`src/hw/rtl/cqfp_pkg.sv`:
```
`timescale 1ns / 1ps
`default_nettype none

package cqfp_pkg;

   // Arithmetic path select. The unused code behaves as the normal path.
   localparam logic [1:0] MODE_NORMAL = 2'd0;
   localparam logic [1:0] MODE_32X32  = 2'd1;
   localparam logic [1:0] MODE_HBD    = 2'd2;

   // Register indexes on the configuration port.
   localparam logic [2:0] REG_MODE       = 3'd0;
   localparam logic [2:0] REG_ROUND_DC   = 3'd1;
   localparam logic [2:0] REG_ROUND_AC   = 3'd2;
   localparam logic [2:0] REG_QUANT_DC   = 3'd3;
   localparam logic [2:0] REG_QUANT_AC   = 3'd4;
   localparam logic [2:0] REG_DEQUANT_DC = 3'd5;
   localparam logic [2:0] REG_DEQUANT_AC = 3'd6;

   localparam int COEFF_W = 32;
   localparam int PARAM_W = 16;
   localparam int POS_W   = 10;
   localparam int EOB_W   = 11;
   localparam int T_W     = 33;   // rounded magnitude, exact in the high bit depth path
   localparam int M_W     = 33;   // quantized magnitude after the shift
   localparam int Q_W     = 34;   // signed quantized value
   localparam int P_W     = 48;   // product of the quantized value and the dequant step

   localparam logic [EOB_W-1:0] MAX_COEFFS = 11'd1024;

   typedef struct packed {
      logic [1:0]                mode;
      logic signed [PARAM_W-1:0] round_dc;
      logic signed [PARAM_W-1:0] round_ac;
      logic signed [PARAM_W-1:0] quant_dc;
      logic signed [PARAM_W-1:0] quant_ac;
      logic signed [PARAM_W-1:0] dequant_dc;
      logic signed [PARAM_W-1:0] dequant_ac;
   } cfg_type;

   // One classified coefficient on its way from the front end to the back end.
   typedef struct packed {
      logic signed [T_W-1:0]     t;
      logic signed [PARAM_W-1:0] quant;
      logic signed [PARAM_W-1:0] dequant;
      logic                      neg;
      logic                      half_mode;
      logic [POS_W-1:0]          pos;
      logic                      first;
      logic                      last;
   } work_type;

endpackage

`default_nettype wire

```
`src/hw/rtl/cqfp_front.sv`:
```
`timescale 1ns / 1ps
`default_nettype none

module cqfp_front (
   input  cqfp_pkg::cfg_type                    cfg,
   input  logic signed [cqfp_pkg::COEFF_W-1:0]  coeff,
   input  logic [cqfp_pkg::POS_W-1:0]           scan_pos,
   input  logic                                 first,
   input  logic                                 last,
   output cqfp_pkg::work_type                   item
);
   import cqfp_pkg::*;

   logic                      hbd;
   logic                      half_mode;
   logic signed [PARAM_W-1:0] rnd;
   logic signed [PARAM_W-1:0] qnt;
   logic signed [PARAM_W-1:0] dqs;
   logic signed [T_W-1:0]     cx;
   logic [T_W-1:0]            mag;
   logic                      neg;
   logic signed [PARAM_W:0]   rnd_inc;
   logic signed [PARAM_W:0]   rnd_eff;
   logic signed [T_W:0]       sum;
   logic signed [T_W:0]       mag_s;
   logic signed [T_W:0]       thr;
   logic signed [T_W-1:0]     t_sat;
   logic signed [T_W-1:0]     t_sel;
   logic                      dead;

   assign hbd       = (cfg.mode == MODE_HBD);
   assign half_mode = (cfg.mode == MODE_32X32);

   assign rnd = first ? cfg.round_dc   : cfg.round_ac;
   assign qnt = first ? cfg.quant_dc   : cfg.quant_ac;
   assign dqs = first ? cfg.dequant_dc : cfg.dequant_ac;

   // The narrow paths see only the low 16 bits of the coefficient.
   assign cx  = hbd ? {coeff[COEFF_W-1], coeff}
                    : {{(T_W-16){coeff[15]}}, coeff[15:0]};
   assign neg = cx[T_W-1];
   assign mag = neg ? T_W'(-cx) : T_W'(cx);

   // The 32x32 path rounds with half the offset, rounded toward plus infinity.
   assign rnd_inc = {rnd[PARAM_W-1], rnd} + (PARAM_W+1)'(1);
   assign rnd_eff = half_mode ? (rnd_inc >>> 1) : $signed({rnd[PARAM_W-1], rnd});

   assign mag_s = {1'b0, mag};
   assign sum   = mag_s + {{(T_W-PARAM_W){rnd_eff[PARAM_W]}}, rnd_eff};

   always_comb begin
      if (sum > (T_W+1)'(32767)) begin
         t_sat = T_W'(32767);
      end else if (sum < -(T_W+1)'(32768)) begin
         t_sat = -T_W'(32768);
      end else begin
         t_sat = sum[T_W-1:0];
      end
   end

   assign t_sel = hbd ? sum[T_W-1:0] : t_sat;

   // Dead zone of the 32x32 path: magnitudes below a quarter step quantize to zero.
   assign thr  = $signed({{(T_W+1-PARAM_W){dqs[PARAM_W-1]}}, dqs}) >>> 2;
   assign dead = half_mode && (mag_s < thr);

   always_comb begin
      item.t         = dead ? '0 : t_sel;
      item.quant     = qnt;
      item.dequant   = dqs;
      item.neg       = neg;
      item.half_mode = half_mode;
      item.pos       = scan_pos;
      item.first     = first;
      item.last      = last;
   end

endmodule

`default_nettype wire

```
`src/hw/rtl/cqfp_queue.sv`:
```
`timescale 1ns / 1ps
`default_nettype none

module cqfp_queue #(
   parameter int DEPTH = 4
) (
   input  logic                clock,
   input  logic                reset,
   input  logic                wr_en,
   input  cqfp_pkg::work_type  wr_data,
   output logic                full,
   input  logic                rd_en,
   output cqfp_pkg::work_type  rd_data,
   output logic                empty
);
   import cqfp_pkg::*;

   localparam int PTR_W = (DEPTH > 1) ? $clog2(DEPTH) : 1;
   localparam int CNT_W = $clog2(DEPTH + 1);

   work_type           entry_ff [DEPTH];
   logic [PTR_W-1:0]   wr_ptr_ff, wr_ptr_in;
   logic [PTR_W-1:0]   rd_ptr_ff, rd_ptr_in;
   logic [CNT_W-1:0]   count_ff, count_in;
   logic               do_wr;
   logic               do_rd;

   assign full    = (count_ff == CNT_W'(DEPTH));
   assign empty   = (count_ff == '0);
   assign do_wr   = wr_en && !full;
   assign do_rd   = rd_en && !empty;
   assign rd_data = entry_ff[rd_ptr_ff];

   always_comb begin
      wr_ptr_in = wr_ptr_ff;
      rd_ptr_in = rd_ptr_ff;
      count_in  = count_ff;
      if (do_wr) begin
         wr_ptr_in = (wr_ptr_ff == PTR_W'(DEPTH - 1)) ? '0 : wr_ptr_ff + PTR_W'(1);
      end
      if (do_rd) begin
         rd_ptr_in = (rd_ptr_ff == PTR_W'(DEPTH - 1)) ? '0 : rd_ptr_ff + PTR_W'(1);
      end
      if (do_wr && !do_rd) begin
         count_in = count_ff + CNT_W'(1);
      end else if (do_rd && !do_wr) begin
         count_in = count_ff - CNT_W'(1);
      end
   end

   always_ff @(posedge clock) begin
      if (reset) begin
         wr_ptr_ff <= '0;
         rd_ptr_ff <= '0;
         count_ff  <= '0;
      end else begin
         wr_ptr_ff <= wr_ptr_in;
         rd_ptr_ff <= rd_ptr_in;
         count_ff  <= count_in;
      end
   end

   always_ff @(posedge clock) begin
      if (do_wr) begin
         entry_ff[wr_ptr_ff] <= wr_data;
      end
   end

endmodule

`default_nettype wire

```
`src/hw/rtl/cqfp_back.sv`:
```
`timescale 1ns / 1ps
`default_nettype none

module cqfp_back (
   input  logic                                 clock,
   input  logic                                 reset,
   input  cqfp_pkg::work_type                   item,
   input  logic                                 item_avail,
   output logic                                 item_take,
   output logic                                 empty,
   input  logic                                 pop,
   output logic signed [cqfp_pkg::COEFF_W-1:0]  qcoeff,
   output logic signed [cqfp_pkg::COEFF_W-1:0]  dqcoeff,
   output logic [cqfp_pkg::EOB_W-1:0]           eob,
   output logic                                 block_end
);
   import cqfp_pkg::*;

   logic signed [T_W+PARAM_W-1:0] prod1;
   logic signed [M_W-1:0]         m_in;
   logic                          advance;

   // Stage one: magnitude product and shift.
   logic                      s1_valid_ff, s1_valid_in;
   logic signed [M_W-1:0]     s1_m_ff;
   logic signed [PARAM_W-1:0] s1_dqs_ff;
   logic                      s1_neg_ff;
   logic                      s1_half_ff;
   logic [POS_W-1:0]          s1_pos_ff;
   logic                      s1_first_ff;
   logic                      s1_last_ff;

   // Stage two: the result waiting for its transfer.
   logic                      out_valid_ff, out_valid_in;
   logic signed [COEFF_W-1:0] out_q_ff, out_q_in;
   logic signed [COEFF_W-1:0] out_dq_ff, out_dq_in;
   logic [EOB_W-1:0]          out_eob_ff, out_eob_in;
   logic                      out_end_ff;

   logic [EOB_W-1:0]          eob_max_ff, eob_max_in;

   logic signed [Q_W-1:0]     q_full;
   logic signed [P_W-1:0]     prod2;
   logic signed [P_W-1:0]     half;
   logic [EOB_W-1:0]          cand;
   logic [EOB_W-1:0]          running;
   logic                      nonzero;

   // The whole back end moves together whenever the output stage is empty or being popped.
   assign advance     = !out_valid_ff || pop;
   assign item_take   = advance && item_avail;
   assign s1_valid_in = advance ? item_avail : s1_valid_ff;

   assign prod1 = item.t * item.quant;
   assign m_in  = item.half_mode ? M_W'(prod1 >>> 15) : M_W'(prod1 >>> 16);

   always_ff @(posedge clock) begin
      if (advance) begin
         s1_m_ff     <= m_in;
         s1_dqs_ff   <= item.dequant;
         s1_neg_ff   <= item.neg;
         s1_half_ff  <= item.half_mode;
         s1_pos_ff   <= item.pos;
         s1_first_ff <= item.first;
         s1_last_ff  <= item.last;
      end
   end

   assign nonzero = (s1_m_ff != '0);
   assign q_full  = s1_neg_ff ? -Q_W'(s1_m_ff) : Q_W'(s1_m_ff);
   assign prod2   = $signed(q_full[COEFF_W-1:0]) * s1_dqs_ff;
   // Halving in the 32x32 path truncates toward zero.
   assign half    = (prod2 + P_W'(prod2 < 0)) >>> 1;

   assign out_q_in  = q_full[COEFF_W-1:0];
   assign out_dq_in = s1_half_ff ? half[COEFF_W-1:0] : prod2[COEFF_W-1:0];

   always_comb begin
      cand = EOB_W'(s1_pos_ff) + EOB_W'(1);
      if (cand > MAX_COEFFS) begin
         cand = MAX_COEFFS;
      end
      running = s1_first_ff ? '0 : eob_max_ff;
      if (nonzero && (cand > running)) begin
         running = cand;
      end
      out_eob_in = s1_last_ff ? running : '0;
      eob_max_in = eob_max_ff;
      if (advance && s1_valid_ff) begin
         eob_max_in = s1_last_ff ? '0 : running;
      end
   end

   assign out_valid_in = advance ? s1_valid_ff : out_valid_ff;

   always_ff @(posedge clock) begin
      if (advance) begin
         out_q_ff   <= out_q_in;
         out_dq_ff  <= out_dq_in;
         out_eob_ff <= out_eob_in;
         out_end_ff <= s1_last_ff;
      end
   end

   always_ff @(posedge clock) begin
      if (reset) begin
         s1_valid_ff  <= 1'b0;
         out_valid_ff <= 1'b0;
         eob_max_ff   <= '0;
      end else begin
         s1_valid_ff  <= s1_valid_in;
         out_valid_ff <= out_valid_in;
         eob_max_ff   <= eob_max_in;
      end
   end

   assign empty     = !out_valid_ff;
   assign qcoeff    = out_q_ff;
   assign dqcoeff   = out_dq_ff;
   assign eob       = out_eob_ff;
   assign block_end = out_end_ff;

endmodule

`default_nettype wire

```
`src/hw/rtl/coeff_quantizer_fp_core.sv`:
```
`timescale 1ns / 1ps
`default_nettype none

// Fast-path coefficient quantizer. Coefficients enter one per cycle, while the
// queue is not full, through a queue-style port; each produces one result with
// the quantized and dequantized value, and the item marked last also carries the
// end-of-block value of its block. Sustained rate is one item per clock while
// results are popped: the front end classifies a coefficient (DC or AC
// parameters, magnitude, rounding, saturation, dead zone) in the cycle it is
// pushed and writes it to a QUEUE_DEPTH-entry queue, and the back end runs two
// multipliers, one ahead of the stage-one register and one ahead of the output
// register. The back end holds while a result waits for its pop, and the queue
// keeps taking pushes until it fills. The user must write registers only while
// the block is idle; the block itself does not enforce this.

module coeff_quantizer_fp_core #(
   parameter int QUEUE_DEPTH = 4
) (
   input  logic                                 clock,
   input  logic                                 reset,
   input  logic                                 push,
   output logic                                 full,
   input  logic signed [cqfp_pkg::COEFF_W-1:0]  req_coeff,
   input  logic [cqfp_pkg::POS_W-1:0]           req_scan_pos,
   input  logic                                 req_first,
   input  logic                                 req_last,
   output logic                                 empty,
   input  logic                                 pop,
   output logic signed [cqfp_pkg::COEFF_W-1:0]  rsp_qcoeff,
   output logic signed [cqfp_pkg::COEFF_W-1:0]  rsp_dqcoeff,
   output logic [cqfp_pkg::EOB_W-1:0]           rsp_eob,
   output logic                                 rsp_block_end,
   input  logic                                 psel,
   input  logic                                 penable,
   input  logic                                 pwrite,
   input  logic [4:0]                           paddr,
   input  logic [31:0]                          pwdata,
   output logic [31:0]                          prdata,
   output logic                                 pready
);
   import cqfp_pkg::*;

   cfg_type    cfg_ff, cfg_in;
   work_type   front_item;
   work_type   back_item;
   logic       q_empty;
   logic       q_take;
   logic       csr_wr;
   logic [2:0] csr_idx;

   assign pready  = 1'b1;
   assign csr_wr  = psel && penable && pwrite;
   assign csr_idx = paddr[4:2];

   always_comb begin
      cfg_in = cfg_ff;
      if (csr_wr) begin
         unique case (csr_idx)
            REG_MODE:       cfg_in.mode       = pwdata[1:0];
            REG_ROUND_DC:   cfg_in.round_dc   = pwdata[PARAM_W-1:0];
            REG_ROUND_AC:   cfg_in.round_ac   = pwdata[PARAM_W-1:0];
            REG_QUANT_DC:   cfg_in.quant_dc   = pwdata[PARAM_W-1:0];
            REG_QUANT_AC:   cfg_in.quant_ac   = pwdata[PARAM_W-1:0];
            REG_DEQUANT_DC: cfg_in.dequant_dc = pwdata[PARAM_W-1:0];
            REG_DEQUANT_AC: cfg_in.dequant_ac = pwdata[PARAM_W-1:0];
            default: ;
         endcase
      end
   end

   always_comb begin
      unique case (csr_idx)
         REG_MODE:       prdata = {30'd0, cfg_ff.mode};
         REG_ROUND_DC:   prdata = {16'd0, cfg_ff.round_dc};
         REG_ROUND_AC:   prdata = {16'd0, cfg_ff.round_ac};
         REG_QUANT_DC:   prdata = {16'd0, cfg_ff.quant_dc};
         REG_QUANT_AC:   prdata = {16'd0, cfg_ff.quant_ac};
         REG_DEQUANT_DC: prdata = {16'd0, cfg_ff.dequant_dc};
         REG_DEQUANT_AC: prdata = {16'd0, cfg_ff.dequant_ac};
         default:        prdata = '0;
      endcase
   end

   always_ff @(posedge clock) begin
      if (reset) begin
         cfg_ff <= '0;
      end else begin
         cfg_ff <= cfg_in;
      end
   end

   cqfp_front u_front (
      .cfg      (cfg_ff),
      .coeff    (req_coeff),
      .scan_pos (req_scan_pos),
      .first    (req_first),
      .last     (req_last),
      .item     (front_item)
   );

   cqfp_queue #(
      .DEPTH (QUEUE_DEPTH)
   ) u_queue (
      .clock   (clock),
      .reset   (reset),
      .wr_en   (push),
      .wr_data (front_item),
      .full    (full),
      .rd_en   (q_take),
      .rd_data (back_item),
      .empty   (q_empty)
   );

   cqfp_back u_back (
      .clock      (clock),
      .reset      (reset),
      .item       (back_item),
      .item_avail (!q_empty),
      .item_take  (q_take),
      .empty      (empty),
      .pop        (pop),
      .qcoeff     (rsp_qcoeff),
      .dqcoeff    (rsp_dqcoeff),
      .eob        (rsp_eob),
      .block_end  (rsp_block_end)
   );

endmodule

`default_nettype wire
```
`config.mk`:
```
export PLATFORM = sky130hd
export DESIGN_NAME = coeff_quantizer_fp_core
export DESIGN_NICKNAME = d
export VERILOG_FILES = /design/src/hw/rtl/cqfp_pkg.sv /design/src/hw/rtl/cqfp_front.sv /design/src/hw/rtl/cqfp_queue.sv /design/src/hw/rtl/cqfp_back.sv /design/src/hw/rtl/coeff_quantizer_fp_core.sv
export SDC_FILE = /design/constraint.sdc
export NUM_CORES = 2
export LEC_CHECK = 0
export ABC_AREA = 1
export BUFFER_PORTS_ARGS = -buffer_cell sky130_fd_sc_hd__clkbuf_2
export CORE_ASPECT_RATIO = 1.25
export CORE_UTILIZATION = 30
export CTS_CLUSTER_DIAMETER = 60
export CTS_CLUSTER_SIZE = 30
export DETAILED_ROUTE_END_ITERATION = 12
export MAX_ROUTING_LAYER = met4
export PLACE_DENSITY = 0.47
export SETUP_SLACK_MARGIN = 0.4
export SYNTH_ARGS = -nofsm -noshare
export SYNTH_HDL_FRONTEND = slang
export SYNTH_SLANG_ARGS = --single-unit
```
`constraint.sdc`:
```
create_clock -name clock -period 22.7 [get_ports clock]
set_input_delay 3.405 -clock clock [delete_from_list [all_inputs] [get_ports clock]]
set_output_delay 3.405 -clock clock [all_outputs]
set_load 0.005 [all_outputs]
```
==> impl_metrics.py <==
metrics = {
    "detailed_routing": {
        "viasPerCell": 4.69,
        "via_count": 50400,
        "wl_per_cell_um": 19.0,
        "drc": 0,
        "ant_nets": 0,
        "routed_wl_um": 204000,
        "drtIter0Drc": 2809,
        "drt_pass1_iterations": 6,
    },
    "grt": {
        "grt_pass1_vias": 53500,
        "grt_pass1_wl_um": 317000,
        "grt_max_degree": 98,
        "gr-total-overflow": 0,
        "antenna_found_initial": 6,
        "grt_usage_pct": 19.3,
    },
    "worst_setup_path": {
        "path_class": "reg2reg",
        "cp_top_family": "simple AND/OR/NAND/NOR gates",
        "r2r_start": "u_back.s1_m_ff[0]",
        "slowest_stage": "fa_1",
        "crit_fanout": 17,
        "critPathCaptureType": "flop",
        "cpMostUsedCell": "nand2_1",
        "worst_ep_required_time_ps": 23150,
        "r2r_slack_ps": 11820,
        "worstRegToRegCells": 48,
        "slowest_delay_ps": 1030,
        "r2r-end": "u_back.dqcoeff[23]",
        "startpoint": "u_back.s1_m_ff[0]",
        "cp-start-kind": "flop",
        "cp.arrival_ps": 11320,
        "worst-path-buf-inv": 9,
    },
    "cts": {
        "cts_max_level": 2,
        "cts_tree": "done",
        "clock_sinks": 575,
        "insertion_delay_ps": 750,
        "cts_buffers": 56,
        "clk_pin_slew_ps": 80,
        "clockBufferDepth": 3,
        "ctsResizeCount": 0,
        "ctsRootBufferMaster": "clkbuf_16",
        "postCtsHoldBufs": 0,
        "cts_setup_buffers": 0,
    },
    "logic_synthesis": {
        "ys_seq_elements": 575,
        "ys_warn_count": 0,
        "yosysSeqAreaShare_pct": 24.6,
        "syn_avg_cell_area_um2": 8.44,
        "ys_async_sr_fraction_pct": 0,
        "yosysTopAreaCell": "fa_1",
        "yosys-top-cells-area": "fa_1, edfxtp_1, nand2_1",
        "synthCells": 7748,
        "synth_area_um2": 65400,
        "synth.distinct_cells": 72,
        "synth_top_flop_cell": "edfxtp_1",
        "synth_top_area_share_pct": 30.2,
        "synth_edf_count": 455,
    },
    "job": {
        "cap_violations": 0,
    },
    "timing": {
        "hold_violations": 0,
        "relSlewSlack_pct": 20.5,
        "worstMarginPinSlew_ps": 1190,
        "max_freq_mhz": 91.9,
        "rsz0062_at_grt": "no",
        "finalWorstPathRequiredPeriod_ps": 10880,
        "post-route-worst-setup-slack_ps": 11820,
        "tns_ps": 0,
        "fin_skew_ps": 75.9,
        "hold_ws_ps": 467,
        "period_share_pct": 47.9,
        "setup_viol": 0,
        "slew_viol_final": 0,
    },
    "floorplanning": {
        "die_area_um2": 220000,
        "die_y_um": 524,
        "die_width_um": 420,
        "initial_utilization_pct": 30.2,
        "io_pins": 199,
        "core_area_um2": 217000,
        "num_rows": 191,
    },
    "placed_design": {
        "place_ws_ps": 11840,
        "port_buffers": 163,
        "place_hpwl_um": 161000,
        "place_congestion": 0.916,
    },
    "worst_hold_path": {
        "hold_class": "reg2reg",
        "min_path_cells": 2,
        "holdPathEnd": "u_back.s1_valid_ff",
        "holdCritStartpoint": "u_back.s1_valid_ff",
    },
    "status": {
        "status": "finished clean",
    },
    "finish": {
        "layout.nets": 9185,
        "seq_area_um2": 16100,
        "fin_util_pct": 33.0,
        "fill_cells": 22900,
        "drive_gt1_share_pct": 6.82,
        "multiInputGateArea_um2": 42400,
        "area_growth_pct": 9.48,
    },
}
worst max path at each step:
stage                              end  cells after the start
floorplan           u_back.dqcoeff[23]                     50
global placement    u_back.dqcoeff[23]                     46
detailed placement  u_back.dqcoeff[23]                     48
CTS                 u_back.dqcoeff[23]                     46
global route        u_back.dqcoeff[23]                     48
finish              u_back.dqcoeff[23]                     48
sequential cells by signal, indices dropped and copies added, names as in the netlist, 2 cells and up, named ones only:
| signal | flops |
|---|---|
| u_queue.rd_ptr_ff | 2 |
| u_queue.count_ff | 3 |
| u_queue.entry_ff | 316 |
| u_back.qcoeff | 32 |
| u_back.s1_m_ff | 33 |
| u_back.s1_pos_ff | 10 |
| u_back.eob | 11 |
| u_back.dqcoeff | 32 |
| u_back.eob_max_ff | 11 |
| u_back.s1_dqs_ff | 16 |
| cfg_ff | 98 |
| u_queue.wr_ptr_ff | 2 |
cell type report:
cell class                 instances  area share (%)
tap                             2895            5.06
sequential                       575            22.4
clock buffer                      61            1.98
timing repair buffer             265            2.21
inverter                        1588            8.35
clock inverter                    45           0.819
multi-input combinational       5310            59.1
antenna                            5          0.0175
cells by family (layout without fill, tap and decap cells):
logic type                 after synthesis  after routing  synth area share, %
other                                    2             23               0.0115
AOI/OAI and AO/OA                      784            784                 7.13
xor gates and xnor gates               128            128                 1.79
muxes                                    3              3               0.0459
buffers and inverters                 1879           1959                 11.0
DFF                                    575            575                 24.6
and+or+nand+nor                       3076           3076                 19.2
adders and majority gates             1301           1301                 36.2
per-layer routing:
metal	global-route usage, %	wire (um)
met5	-	0
met4	5.71	6700
met3	1.68	6660
met2	35.6	107000
met1	22.1	83000
synth_stat cells (all sizes together) (2+ instances only):
cell type and number:
xor2 85, o21a 19, nand3b 25, edfxtp 455, nand4 54, a21boi 3, o22ai 38, nor2 816
nand2 1876, xnor2 43, a211oi 55, dfxtp 120, conb 2, o211ai 6, o21bai 14, o31ai 6
buf 59, o21ai 232, o221a 2, or3 4, nor4 12, clkinv 6, a21o 10, nand3 166
o2111ai 12, a31oi 15, nor3 71, clkbuf 232, or2 40, a22oi 13, and2 6, a21oi 293
ha 314, mux2i 3, fa 987, a32oi 46, inv 1582, o221ai 8, and3 3, a221oi 9
tightest hold or removal path: cells and delay by family, from the launching register on:
family | cells | cell delay (ps)
AO/OA/AOI/OAI | 1 | 50
flip-flops | 1 | 310
AND/OR/NAND/NOR | 1 | 60
per-stage QoR:
step	instance area, um2	cells
after floorplan	65500	7764
after global placement	69600	10600
after detailed placement	69600	10600
after CTS	71600	10700
after global routing	71600	10700
final	71600	10700
layout by cell type (no fill, tap or decap), drive strengths merged, types with 4 or more instances in the layout:
cell type,instances
o21bai,14
nor2,816
or2,40
o21a,19
or3,4
a22oi,13
fa,987
nand4,54
inv,1603
xnor2,43
nand2,1876
a31oi,15
clkinv,25
a32oi,46
diode,5
conb,18
a211oi,55
nor3,71
o211ai,6
and2,6
nand3b,25
xor2,85
clkbuf,223
nand3,166
o2111ai,12
a221oi,9
nor4,12
a21oi,293
buf,103
o22ai,38
dfxtp,120
o21ai,232
o31ai,6
edfxtp,455
ha,314
o221ai,8
a21o,10
Power is not shown: default switching activity piles up to over one toggle a cycle in this logic, so the estimate is an artifact.
